### config.mk
export PLATFORM = sky130hd
export DESIGN_NAME = scope_waveform_measurement_unit
export DESIGN_NICKNAME = d
export VERILOG_FILES = /design/src/rtl/core/swm_pkg.sv /design/src/rtl/core/swm_front.sv /design/src/rtl/core/swm_back.sv /design/src/rtl/core/scope_waveform_measurement_unit.sv
export SDC_FILE = /design/constraint.sdc
export NUM_CORES = 2
export LEC_CHECK = 0
export BUFFER_PORTS_ARGS = -buffer_cell sky130_fd_sc_hd__buf_2
export CAP_MARGIN = 0
export CORE_MARGIN = 1.5
export CORE_UTILIZATION = 59
export CTS_BUF_LIST = sky130_fd_sc_hd__clkbuf_2 sky130_fd_sc_hd__clkbuf_4 sky130_fd_sc_hd__clkbuf_8
export DETAILED_ROUTE_END_ITERATION = 7
export PLACE_DENSITY = 0.82
export REMOVE_ABC_BUFFERS = 1
export SLEW_MARGIN = 5
export SYNTH_ARGS = -nofsm -noshare
export SYNTH_HDL_FRONTEND = slang
export SYNTH_SLANG_ARGS = --single-unit
### constraint.sdc
create_clock -name i_clk -period 24.8 [get_ports i_clk]
set_input_delay 2.48 -clock i_clk [delete_from_list [all_inputs] [get_ports i_clk]]
set_output_delay 2.48 -clock i_clk [all_outputs]
set_load 0.05 [all_outputs]
### src/rtl/core/swm_pkg.sv
`default_nettype none
// ----------------------------------------------------------------------------
// swm_pkg
// Shared types and constants of the waveform measurement unit.
// ----------------------------------------------------------------------------
package swm_pkg;

    localparam int unsigned MAX_SAMPLES_DEF = 8192;
    localparam int unsigned SAMPLE_BITS_DEF = 12;

    // Register reset values
    localparam logic [11:0] UPPER_RST = 12'd2148;
    localparam logic [11:0] LOWER_RST = 12'd1948;
    localparam logic [11:0] CENTRE_RST = 12'd2048;
    localparam logic [12:0] PRETRIG_RST = 13'd151;

    // Register indexes
    localparam logic [1:0] REG_UPPER   = 2'd0;
    localparam logic [1:0] REG_LOWER   = 2'd1;
    localparam logic [1:0] REG_CENTRE  = 2'd2;
    localparam logic [1:0] REG_PRETRIG = 2'd3;

    // Hysteresis level
    typedef enum logic [1:0] {
        LVL_LOW     = 2'd0,
        LVL_HIGH    = 2'd1,
        LVL_UNKNOWN = 2'd2
    } t_level;

    // Back-end sequencer states
    typedef enum logic [2:0] {
        BK_IDLE,
        BK_DIV,
        BK_SQRT,
        BK_OUT
    } t_bk_state;

    // Finished capture totals handed from front to back
    typedef struct packed {
        logic [13:0] count;
        logic [11:0] max_v;
        logic [11:0] min_v;
        logic [24:0] sum;
        logic [37:0] sq_sum;
        logic [13:0] rise_total;
        logic [13:0] fall_total;
        logic [13:0] low_sum;
        logic [13:0] high_sum;
        logic [12:0] rise_pos;
        logic [12:0] fall_pos;
    } t_capture;

    // Result record
    typedef struct packed {
        logic [11:0] max_level;
        logic [11:0] min_level;
        logic [11:0] mean_level;
        logic [11:0] mid_level;
        logic [11:0] peak_to_peak;
        logic [23:0] mean_square;
        logic [11:0] rms_level;
        logic [13:0] edge_count;
        logic [12:0] high_time_avg;
        logic [12:0] low_time_avg;
        logic [12:0] rise_position;
        logic [12:0] fall_position;
    } t_result;

endpackage
`default_nettype wire

### src/rtl/core/swm_front.sv
`default_nettype none
// ----------------------------------------------------------------------------
// swm_front
// Per-sample accumulation: extremes, sums, hysteresis edges and dwell times.
// ----------------------------------------------------------------------------
module swm_front import swm_pkg::*; (
    input  wire logic        i_clk,
    input  wire logic        i_rst_n,
    input  wire logic        i_valid,
    output logic             o_ready,
    input  wire logic [11:0] i_sample,
    input  wire logic        i_last,
    input  wire logic [11:0] i_upper,
    input  wire logic [11:0] i_lower,
    input  wire logic [11:0] i_centre,
    input  wire logic [12:0] i_pretrig,
    output logic             o_cap_valid,
    input  wire logic        i_cap_ready,
    output t_capture         o_cap
);
    localparam int unsigned IDXW = $clog2(MAX_SAMPLES_DEF + 1);
    localparam logic [11:0] SMASK = 12'((1 << SAMPLE_BITS_DEF) - 1);

    logic [IDXW-1:0] r_idx;
    logic [11:0] r_max, r_min;
    logic [24:0] r_sum;
    logic [37:0] r_sq;
    t_level r_lvl;
    logic [13:0] r_dwell, r_low_sum, r_high_sum, r_rises, r_falls;
    logic [12:0] r_rpos, r_fpos;
    logic r_cap_valid;
    t_capture r_cap;

    logic [11:0] s, d;
    logic [23:0] d2;
    logic take, acc;
    logic [13:0] dw;

    // Queue slot for one finished capture
    assign o_ready = !r_cap_valid || i_cap_ready;
    assign acc = i_valid && o_ready;
    assign s = i_sample & SMASK;
    assign take = r_idx < IDXW'(MAX_SAMPLES_DEF);
    assign d = (s >= i_centre) ? s - i_centre : i_centre - s;
    assign d2 = d * d;
    assign dw = (r_lvl == LVL_UNKNOWN) ? 14'd0 : r_dwell + 14'd1;

    always_ff @(posedge i_clk) begin
        if (!i_rst_n) begin
            r_cap_valid <= 1'b0;
        end else if (acc && i_last) begin
            r_cap_valid <= 1'b1;
        end else if (i_cap_ready) begin
            r_cap_valid <= 1'b0;
        end
    end

    // Running capture state
    always_ff @(posedge i_clk) begin
        logic [11:0] n_max, n_min;
        logic [24:0] n_sum;
        logic [37:0] n_sq;
        t_level n_lvl;
        logic [13:0] n_dwell, n_low, n_high, n_rises, n_falls;
        logic [12:0] n_rpos, n_fpos;
        logic [IDXW-1:0] n_idx;
        n_max = r_max; n_min = r_min; n_sum = r_sum; n_sq = r_sq;
        n_lvl = r_lvl; n_dwell = r_dwell; n_low = r_low_sum; n_high = r_high_sum;
        n_rises = r_rises; n_falls = r_falls; n_rpos = r_rpos; n_fpos = r_fpos;
        n_idx = r_idx;
        if (take) begin
            if (s > r_max) n_max = s;
            if (s < r_min) n_min = s;
            n_sum = r_sum + 25'(s);
            n_sq = r_sq + 38'(d2);
            n_dwell = dw;
            if (s > i_upper) begin
                if (r_lvl == LVL_LOW) begin
                    n_low = r_low_sum + dw;
                    n_dwell = 14'd0;
                    n_rises = r_rises + 14'd1;
                    if (r_rpos < i_pretrig) n_rpos = 13'(r_idx);
                end
                n_lvl = LVL_HIGH;
            end else if (s < i_lower) begin
                if (r_lvl == LVL_HIGH) begin
                    n_high = r_high_sum + dw;
                    n_dwell = 14'd0;
                    n_falls = r_falls + 14'd1;
                    if (r_fpos < i_pretrig) n_fpos = 13'(r_idx);
                end
                n_lvl = LVL_LOW;
            end
            n_idx = r_idx + 1'b1;
        end
        if (acc && i_last) begin
            r_cap <= '{count: 14'(n_idx), max_v: n_max, min_v: n_min, sum: n_sum,
                       sq_sum: n_sq, rise_total: n_rises, fall_total: n_falls,
                       low_sum: n_low, high_sum: n_high, rise_pos: n_rpos,
                       fall_pos: n_fpos};
        end
        if (!i_rst_n || (acc && i_last)) begin
            r_idx <= '0; r_max <= '0; r_min <= SMASK; r_sum <= '0; r_sq <= '0;
            r_lvl <= LVL_UNKNOWN; r_dwell <= '0; r_low_sum <= '0; r_high_sum <= '0;
            r_rises <= '0; r_falls <= '0; r_rpos <= '0; r_fpos <= '0;
        end else if (acc) begin
            r_idx <= n_idx; r_max <= n_max; r_min <= n_min; r_sum <= n_sum;
            r_sq <= n_sq; r_lvl <= n_lvl; r_dwell <= n_dwell; r_low_sum <= n_low;
            r_high_sum <= n_high; r_rises <= n_rises; r_falls <= n_falls;
            r_rpos <= n_rpos; r_fpos <= n_fpos;
        end
    end

    assign o_cap_valid = r_cap_valid;
    assign o_cap = r_cap;

`ifndef ASSERT_OFF
    a_idx_bound: assert property (@(posedge i_clk) disable iff (!i_rst_n)
        r_idx <= IDXW'(MAX_SAMPLES_DEF)) else $error("sample index overran");
    a_clear: assert property (@(posedge i_clk) disable iff (!i_rst_n)
        acc && i_last |=> r_idx == '0 && r_lvl == LVL_UNKNOWN)
        else $error("capture not cleared");
    a_minmax: assert property (@(posedge i_clk) disable iff (!i_rst_n)
        r_idx != '0 |-> r_max >= r_min) else $error("max below min");
`endif
endmodule
`default_nettype wire

### src/rtl/core/swm_back.sv
`default_nettype none
// ----------------------------------------------------------------------------
// swm_back
// Per-capture finish: shared restoring divider, bit-serial square root,
// and a one-entry result register.
// ----------------------------------------------------------------------------
module swm_back import swm_pkg::*; (
    input  wire logic  i_clk,
    input  wire logic  i_rst_n,
    input  wire logic  i_cap_valid,
    output logic       o_cap_ready,
    input  wire t_capture i_cap,
    output logic       o_res_valid,
    input  wire logic  i_res_ready,
    output t_result    o_res
);
    // Divisions run in this order
    localparam logic [1:0] DIV_MEAN = 2'd0;
    localparam logic [1:0] DIV_MSQ  = 2'd1;
    localparam logic [1:0] DIV_HIGH = 2'd2;
    localparam logic [1:0] DIV_LOW  = 2'd3;

    t_bk_state r_st, n_st;
    t_capture r_c;
    logic [1:0] r_op;
    logic [5:0] r_bit;
    logic [37:0] r_quo;
    logic [38:0] r_rem;
    logic [23:0] r_msq, r_sq_v;
    logic [11:0] r_mean;
    logic [12:0] r_havg, r_lavg;
    logic [23:0] r_root, r_sbit;
    t_result r_res;
    logic r_res_valid;

    logic [37:0] dividend;
    logic [13:0] divisor;
    logic [38:0] trial;
    logic div_done, sq_done;
    logic [24:0] rb;

    always_comb begin
        case (r_op)
            DIV_MEAN: begin dividend = 38'(r_c.sum); divisor = r_c.count; end
            DIV_MSQ:  begin dividend = r_c.sq_sum;   divisor = r_c.count; end
            DIV_HIGH: begin dividend = 38'(r_c.high_sum); divisor = r_c.fall_total; end
            default:  begin dividend = 38'(r_c.low_sum);  divisor = r_c.rise_total; end
        endcase
        if (divisor == '0 && r_op < DIV_HIGH) divisor = 14'd1;
    end

    assign trial = {r_rem[37:0], dividend[r_bit]} - 39'(divisor);
    assign div_done = (r_bit == 6'd0);
    assign rb = 25'(r_root) + 25'(r_sbit);
    assign sq_done = (r_sbit == 24'd0);
    assign o_cap_ready = (r_st == BK_IDLE);

    always_comb begin
        n_st = r_st;
        case (r_st)
            BK_IDLE: if (i_cap_valid) n_st = BK_DIV;
            BK_DIV:  if (div_done && r_op == DIV_LOW) n_st = BK_SQRT;
            BK_SQRT: if (sq_done) n_st = BK_OUT;
            BK_OUT:  if (!r_res_valid || i_res_ready) n_st = BK_IDLE;
            default: n_st = BK_IDLE;
        endcase
    end

    always_ff @(posedge i_clk) begin
        if (!i_rst_n) r_st <= BK_IDLE;
        else r_st <= n_st;
    end

    // Datapath
    always_ff @(posedge i_clk) begin
        logic [37:0] q;
        logic [38:0] rm;
        q = {r_quo[36:0], !trial[38]};
        rm = trial[38] ? {r_rem[37:0], dividend[r_bit]} : trial;
        case (r_st)
            BK_IDLE: begin
                r_c <= i_cap; r_op <= DIV_MEAN; r_bit <= 6'd37;
                r_quo <= '0; r_rem <= '0;
            end
            BK_DIV: begin
                r_bit <= r_bit - 6'd1;
                r_quo <= q; r_rem <= rm;
                if (div_done) begin
                    case (r_op)
                        DIV_MEAN: r_mean <= q[11:0];
                        DIV_MSQ:  begin r_msq <= q[23:0]; r_sq_v <= q[23:0]; end
                        DIV_HIGH: r_havg <= (divisor == '0) ? 13'd0 : q[12:0];
                        default:  r_lavg <= (divisor == '0) ? 13'd0 : q[12:0];
                    endcase
                    r_op <= r_op + 2'd1; r_bit <= 6'd37;
                    r_quo <= '0; r_rem <= '0;
                    r_root <= '0; r_sbit <= 24'h400000;
                end
            end
            BK_SQRT: begin
                // The step bit has run out in the last cycle; the root is final
                if (!sq_done) begin
                    if (25'(r_sq_v) >= rb) begin
                        r_sq_v <= r_sq_v - rb[23:0];
                        r_root <= (r_root >> 1) + r_sbit;
                    end else begin
                        r_root <= r_root >> 1;
                    end
                    r_sbit <= r_sbit >> 2;
                end
            end
            default: ;
        endcase
    end

    // Result register
    always_ff @(posedge i_clk) begin
        if (!i_rst_n) begin
            r_res_valid <= 1'b0;
        end else if (r_st == BK_OUT && (!r_res_valid || i_res_ready)) begin
            r_res_valid <= 1'b1;
        end else if (i_res_ready) begin
            r_res_valid <= 1'b0;
        end
        if (r_st == BK_OUT && (!r_res_valid || i_res_ready)) begin
            r_res <= '{max_level: r_c.max_v, min_level: r_c.min_v, mean_level: r_mean,
                mid_level: 12'((13'(r_c.max_v) + 13'(r_c.min_v)) >> 1),
                peak_to_peak: (r_c.max_v >= r_c.min_v) ? r_c.max_v - r_c.min_v : 12'd0,
                mean_square: r_msq, rms_level: r_root[11:0],
                edge_count: r_c.rise_total + r_c.fall_total,
                high_time_avg: r_havg, low_time_avg: r_lavg,
                rise_position: r_c.rise_pos, fall_position: r_c.fall_pos};
        end
    end

    assign o_res_valid = r_res_valid;
    assign o_res = r_res;

`ifndef ASSERT_OFF
    a_take: assert property (@(posedge i_clk) disable iff (!i_rst_n)
        i_cap_valid && o_cap_ready |=> r_st == BK_DIV) else $error("capture lost");
    a_root: assert property (@(posedge i_clk) disable iff (!i_rst_n)
        r_st == BK_OUT |-> r_root[23:12] == '0) else $error("root too wide");
    a_hold: assert property (@(posedge i_clk) disable iff (!i_rst_n)
        r_res_valid && !i_res_ready |=> $stable(r_res)) else $error("result changed");
`endif
endmodule
`default_nettype wire

### src/rtl/core/scope_waveform_measurement_unit.sv
`default_nettype none
// ----------------------------------------------------------------------------
// scope_waveform_measurement_unit
// Capture statistics and hysteresis edge timing over ADC samples.
// ----------------------------------------------------------------------------
// Samples are taken one per cycle. When the sample flagged last arrives the
// finished totals move to a back end that runs four 38-step restoring
// divisions and a 12-step square root before the result is registered. The
// next capture keeps streaming meanwhile, and the front stalls only if a
// second capture ends before the back end has finished the first. Samples
// past the first 8192 of a capture are ignored.
module scope_waveform_measurement_unit import swm_pkg::*; (
    input  wire logic        i_clk,
    input  wire logic        i_rst_n,
    input  wire logic        psel,
    input  wire logic        penable,
    input  wire logic        pwrite,
    input  wire logic [3:0]  paddr,
    input  wire logic [31:0] pwdata,
    output logic [31:0]      prdata,
    output logic             pready,
    input  wire logic        push,
    output logic             full,
    input  wire logic [11:0] i_sample,
    input  wire logic        i_last_sample,
    output logic             empty,
    input  wire logic        pop,
    output logic [11:0]      o_max_level,
    output logic [11:0]      o_min_level,
    output logic [11:0]      o_mean_level,
    output logic [11:0]      o_mid_level,
    output logic [11:0]      o_peak_to_peak,
    output logic [23:0]      o_mean_square,
    output logic [11:0]      o_rms_level,
    output logic [13:0]      o_edge_count,
    output logic [12:0]      o_high_time_avg,
    output logic [12:0]      o_low_time_avg,
    output logic [12:0]      o_rise_position,
    output logic [12:0]      o_fall_position
);
    logic [11:0] r_upper, r_lower, r_centre;
    logic [12:0] r_pretrig;
    logic ready, cap_valid, cap_ready, res_valid;
    t_capture cap;
    t_result res;

    assign pready = 1'b1;

    // Configuration registers
    always_ff @(posedge i_clk) begin
        if (!i_rst_n) begin
            r_upper <= UPPER_RST; r_lower <= LOWER_RST;
            r_centre <= CENTRE_RST; r_pretrig <= PRETRIG_RST;
        end else if (psel && penable && pwrite && paddr[1:0] == 2'b00) begin
            case (paddr[3:2])
                REG_UPPER:   r_upper <= pwdata[11:0];
                REG_LOWER:   r_lower <= pwdata[11:0];
                REG_CENTRE:  r_centre <= pwdata[11:0];
                REG_PRETRIG: r_pretrig <= pwdata[12:0];
                default: ;
            endcase
        end
    end

    always_comb begin
        case (paddr[3:2])
            REG_UPPER:   prdata = {20'd0, r_upper};
            REG_LOWER:   prdata = {20'd0, r_lower};
            REG_CENTRE:  prdata = {20'd0, r_centre};
            REG_PRETRIG: prdata = {19'd0, r_pretrig};
            default:     prdata = '0;
        endcase
    end

    swm_front u_front (
        .i_clk, .i_rst_n, .i_valid(push), .o_ready(ready),
        .i_sample, .i_last(i_last_sample),
        .i_upper(r_upper), .i_lower(r_lower), .i_centre(r_centre),
        .i_pretrig(r_pretrig),
        .o_cap_valid(cap_valid), .i_cap_ready(cap_ready), .o_cap(cap)
    );

    swm_back u_back (
        .i_clk, .i_rst_n, .i_cap_valid(cap_valid), .o_cap_ready(cap_ready),
        .i_cap(cap), .o_res_valid(res_valid), .i_res_ready(pop), .o_res(res)
    );

    assign full = !ready;
    assign empty = !res_valid;
    assign o_max_level = res.max_level;
    assign o_min_level = res.min_level;
    assign o_mean_level = res.mean_level;
    assign o_mid_level = res.mid_level;
    assign o_peak_to_peak = res.peak_to_peak;
    assign o_mean_square = res.mean_square;
    assign o_rms_level = res.rms_level;
    assign o_edge_count = res.edge_count;
    assign o_high_time_avg = res.high_time_avg;
    assign o_low_time_avg = res.low_time_avg;
    assign o_rise_position = res.rise_position;
    assign o_fall_position = res.fall_position;
endmodule
`default_nettype wire

; ---- After elaboration in Yosys (flattened, before gate mapping)
; Cells that the tools add are included.
[totals]
ff_bits = 984
in_bits = 56
[classes]
magnitude_cmp = 12
n_bitwise = 1
n_reduce_logical = 46
n_mux = 75
addsub = 19
multipliers = 1
n_eq_ne = 19
[ops]
columns = cell, count
row1 = $mux W14, 21
row2 = $mux W24, 9
row3 = $pmux W24 S2, 3
row4 = $mux W13, 10
row5 = $pmux W32 S4, 1
row6 = $mux W38, 3
row7 = $pmux W38 S3, 1
row8 = $pmux W38 S2, 1
row9 = $mux W12, 5
row10 = $add A14 B1 Y14 const B, 4
row11 = $pmux W23 S2, 1
row12 = $add A14 B14 Y14, 3
row13 = $sub A39 B14 Y39, 1
row14 = $add A38 B24 Y38, 1
row15 = $sub A12 B12 Y12, 3
row16 = $logic_not A14 Y1, 2
row17 = $pmux W14 S2, 1
row18 = $lt A13 B13 Y1, 2
row19 = $add A24 B24 Y25, 1
row20 = $add A25 B12 Y25, 1
row21 = $ge A24 B25 Y1, 1
row22 = $mux W25, 1
row23 = $add A23 B24 Y24, 1
row24 = $ge A12 B12 Y1, 2
row25 = other kinds (40), 94

; ---- Longest topological paths before layout
[depth]
depth_word = 11
mapped_depth = 36
mapped_depth_nobuf = 33

; ---- Hierarchy
; A second synthesis with hierarchy kept.
[unflattened]
hier_cells = 4462
area_unflattened_um2 = 50990.2
[modules_own_cells]
columns = module, area_per_inst_um2, n_inst, cells_each
row1 = swm_front, 24642.4, 1, 2577
row2 = swm_back, 23882.9, 1, 1643
row3 = scope_waveform_measurement_unit, 2464.9, 1, 242

; ---- Worst setup path after synthesis
; Ideal clock, no wire load.
[synth_timing]
path_type = input port to flip-flop
startpoint = in pop
endpoint = reg u_back.r_res, in the netlist u_back.o_res[0] (enable)
setup_time_ns = 0.704
path_buffers = 0
arrival_ns = 9.653
t_required_ns = 24.096
setup_slack_ns = 14.442
path_stages = 2
cell_sequence = nor2_1 -> nor2b_1
[synth_between]
elab_chain_len = 2
[synth_lines]
columns = item, line
row1 = from (decl), scope_waveform_measurement_unit.sv:27  ; input wire logic pop,
row2 = $logic_or A1 B1 Y1, swm_back.sv:125  ; if (r_st == BK_OUT && (!r_res_valid || i_res_ready)) begin
row3 = $logic_and A1 B1 Y1, swm_back.sv:125
row4 = to (signal assigned), swm_back.sv:126  ; r_res <= '{max_level: r_c.max_v, min_level: r_c.min_v, mean_level: r_mean,
row5 = to (decl), swm_back.sv:33  ; t_result r_res;
; No other way between the ends.
; A chain may end at the register's enable or synchronous reset.

; ---- Final worst setup path
[layout_timing]
startpoint = in i_sample[10]
endpoint = reg u_front.r_cap, in the netlist u_front.o_cap[117], data pin
[layout_between]
elab_chain_len = 5
word_cells_on_any_way = 7
cone_classes = 3 x add/sub / 1 x mul / 1 x order compare / 2 x mux
[layout_lines]
columns = item, line
row1 = from (decl), scope_waveform_measurement_unit.sv:24  ; input wire logic [11:0] i_sample,
row2 = $sub A12 B12 Y12 or $ge A12 B12 Y1 (tied branches), swm_front.sv:44  ; assign d = (s >= i_centre) ? s - i_centre : i_centre - s;
row3 = $mux W12 *, swm_front.sv:44
row4 = $mul A12 B12 Y24 *, swm_front.sv:45  ; assign d2 = d * d;
row5 = $add A38 B24 Y38 *, swm_front.sv:75  ; n_sq = r_sq + 38'(d2);
row6 = $mux W38 *, swm_front.sv:71  ; if (take) begin
row7 = to (signal assigned), swm_front.sv:97  ; r_cap <= '{count: 14'(n_idx), max_v: n_max, min_v: n_min, sum: n_sum,
row8 = to (decl), swm_front.sv:32  ; t_capture r_cap;
; Every way passes the cells marked *; elsewhere a longest branch is shown, timed or not.

==> out/metrics.yaml <==
sta:
  finalSetupViolCount: 0
  finalCritPeriodShare_pct: 47.3
  worst_slack_ps: 13070
  slew_headroom_pct: 21.6
  rsz0062_at_grt: "false"
  setup_tns_ps: 0
  final-hold-violation-count: 0
  skew_ps: 42.5
  fin_crit_ps: 11730
  fmax_ghz: 0.0853
  tightest_slew_ps: 1180
  drv_slew: 0
critical_path:
  critical_path.most_common_cell: "inv_1"
  critPathMaxFanout: 14
  cp.buffers_inverters: 7
  required_ps: 25360
  crit_arrival_ps: 12290
  reg2reg_to: "u_front.o_cap[117]$_DFFE_PP_"
  slowest_delay_ps: 930
  crit_type: "in -> reg"
  start_kind: "input port"
  cp-endpoint: "u_front.o_cap[117]$_DFFE_PP_"
  cp_top_family: "adder cells"
  critical_path.reg2reg.startpoint: "r_centre[10]$_SDFFE_PN0P_"
  path_depth: 30
  r2r_cells: 28
  cp_slowest_cell: "o31ai_2"
  worstSetupStartpoint: "i_sample[10]"
  reg2reg_slack_ps: 15000
  endpoint_kind: "flop"
synth:
  synth.distinct_cells: 92
  synth_area_leaders: "edfxtp_1, dfxtp_1, ha_1"
  syn_avg_cell_area_um2: 11.4
  synth-seq-area-share_pct: 52.4
  synth-seq-cells: 971
  synth_edf_count: 719
  synth_most_common_cell: "edfxtp_1"
  syn_inst: 4466
  yosysWarnings: 0
  ys.flop_type: "edfxtp_1"
  async_reset_ff_share_pct: 0
  post-synth-top-area-fraction_pct: 42.5
  synth_common_cells: "edfxtp_1, nand2_1, nor2_1"
  yosys.area.top_type: "edfxtp_1"
  syn_area_um2: 50800
global_route:
  antenna_found_initial: 2
  grt_max_degree: 159
  grt_pass1_vias: 33343
  gr-usage-all-layers_pct: 26.0
  overflow: 0
  grt_pass1_wl_mm: 178
clock_tree:
  clk_pin_slew_ps: 60
  hold_buffers: 0
  cts_max_level: 4
  root_buffer: "clkbuf_8"
  insertion_delay_ps: 840
  ctsResizeCount: 0
  cts_buffer_depth: 3
  cts_buffers: 151
  post_cts_buffers: 0
  clock-sinks: 971
  cts_tree: "done"
routing:
  drt-initial-drc-count: 2860
  drt_wl_total_mm: 114
  drc: 1
  first_pass_iters: 8
  vias_per_cell: 5.77
  wl_per_cell_um: 19.1
  drtAntennaViolNets: 0
  vias: 34499
placement:
  dp_slack_ps: 12430
  finalWeightedCongestion: 0.932
  portBuffers: 213
  dp.final_hpwl_mm: 79.7
status:
  outcome: "finished, violations left"
  violations: "DRC"
floorplanning:
  die_h_um: 296
  fp-row-count: 107
  die_w_um: 296
  initial_core_util_pct: 59.6
  dieArea_um2: 87900
  ioPinCount: 253
  core_um2: 85300
hold_path:
  hold_path.class: "reg -> reg"
run:
  cap_violations: 0
power:
  power.leakage_nw: 23.0
  power_mw: 7.54
  irDropWorstVdd_mv: 0.304
  power_density_nw_per_um2: 134
finish:
  num-nets-final: 5177
  drive_gt1_share_pct: 14.2
  syn2layout_area_growth_pct: 10.7
[worst reg2reg max path, delay by kind of cell (launching register included)]
kind | cells | cell delay (ps)
simple gates | 6 | 1760
fa+ha+maj | 7 | 3030
compound gates | 7 | 2730
buf+inv | 5 | 620
mux | 1 | 360
flops | 1 | 340
xor+xnor | 2 | 700
[sequential cells by signal, summed over array words and instances, names as in the netlist, 23 cells and up]
name / count
u_back.r_sq_v: 24
u_front.r_sq: 38
u_front.r_sum: 25
u_back.r_c: 183
u_back.r_root: 24
u_back.r_msq: 24
u_back.o_res: 162
u_back.r_quo: 23
u_back.r_rem: 38
u_front.o_cap: 183
[per-layer routing]
metal | global-route usage, % | up-vias | wire [um]
met4 | 12.5 | 0 | 5050
met3 | 4.06 | 229 | 6870
li1 | - | 16318 | -
met1 | 33.7 | 16803 | 47100
met2 | 42.9 | 1149 | 54900
met5 | 0 | - | 0
[logic make-up after synthesis]
logic type | synth area share (%)
flops | 52.4
simple gates | 11.6
mux | 3.91
compound gates | 10.2
other cells | 0.0148
fa+ha+maj | 12.0
xor+xnor | 5.56
buf+inv | 4.35
[layout make-up]
cell class              count  area, um2
fillers                  6268      29000
flip-flops and latches    971      26600
multi-input cells        2958      22100
clock buffers             213       2620
repair buffers            261       1440
well taps                1144       1430
inverters                 356       1340
clock inverters            68        654
diodes                      5       12.5
[through the flow]
step           hold slack, ps  instance area, um2  cells  util (%)
6_report                  394               56300   5976      66.0
5_1_grt                   411               56300   5976      66.0
4_1_cts                   398               56200   5971      65.9
3_5_place_dp              405               53000   5690      62.1
3_3_place_gp              400               53000   5690      62.1
2_1_floorplan             400               50000   4285         -
[how the worst min path moves through the flow]
stage                                       from                          end  slack [ps]  depth (start not counted)
floorplan                u_back.r_c[0]$_DFFE_PP_    u_back.o_res[0]$_DFFE_PP_         400                          0
global route        u_front.o_cap[181]$_DFFE_PP_    u_back.r_c[181]$_DFFE_PP_         410                          0
global placement    u_front.o_cap[130]$_DFFE_PP_    u_back.r_c[130]$_DFFE_PP_         400                          0
CTS                  u_front.o_cap[96]$_DFFE_PP_     u_back.r_c[96]$_DFFE_PP_         400                          0
finish               u_front.o_cap[48]$_DFFE_PP_     u_back.r_c[48]$_DFFE_PP_         390                          0
detailed placement    u_back.r_mean[0]$_DFFE_PP_  u_back.o_res[126]$_DFFE_PP_         400                          0
[report_power, final]
| group | switching [mW] | leakage (nW) | internal, mW |
|---|---|---|---|
| clock | 0.643 | 1.71 | 0.788 |
| combinational | 2.24 | 12.3 | 1.44 |
| sequential | 0.178 | 9.09 | 2.26 |
[cells in the final DEF (no fill, tap or decap), drive strengths merged, types with 48 or more instances in the layout]
cell / n
a21o: 58
a21oi: 199
and3: 59
buf: 261
clkbuf: 213
dfxtp: 252
edfxtp: 719
fa: 108
ha: 314
inv: 365
mux2: 80
mux2i: 63
nand2: 390
nand2b: 48
nand3: 100
nor2: 358
nor2b: 63
nor3: 58
o21ai: 181
xnor2: 187
xor2: 133
Note: power is estimated with default switching activity, not from simulation.
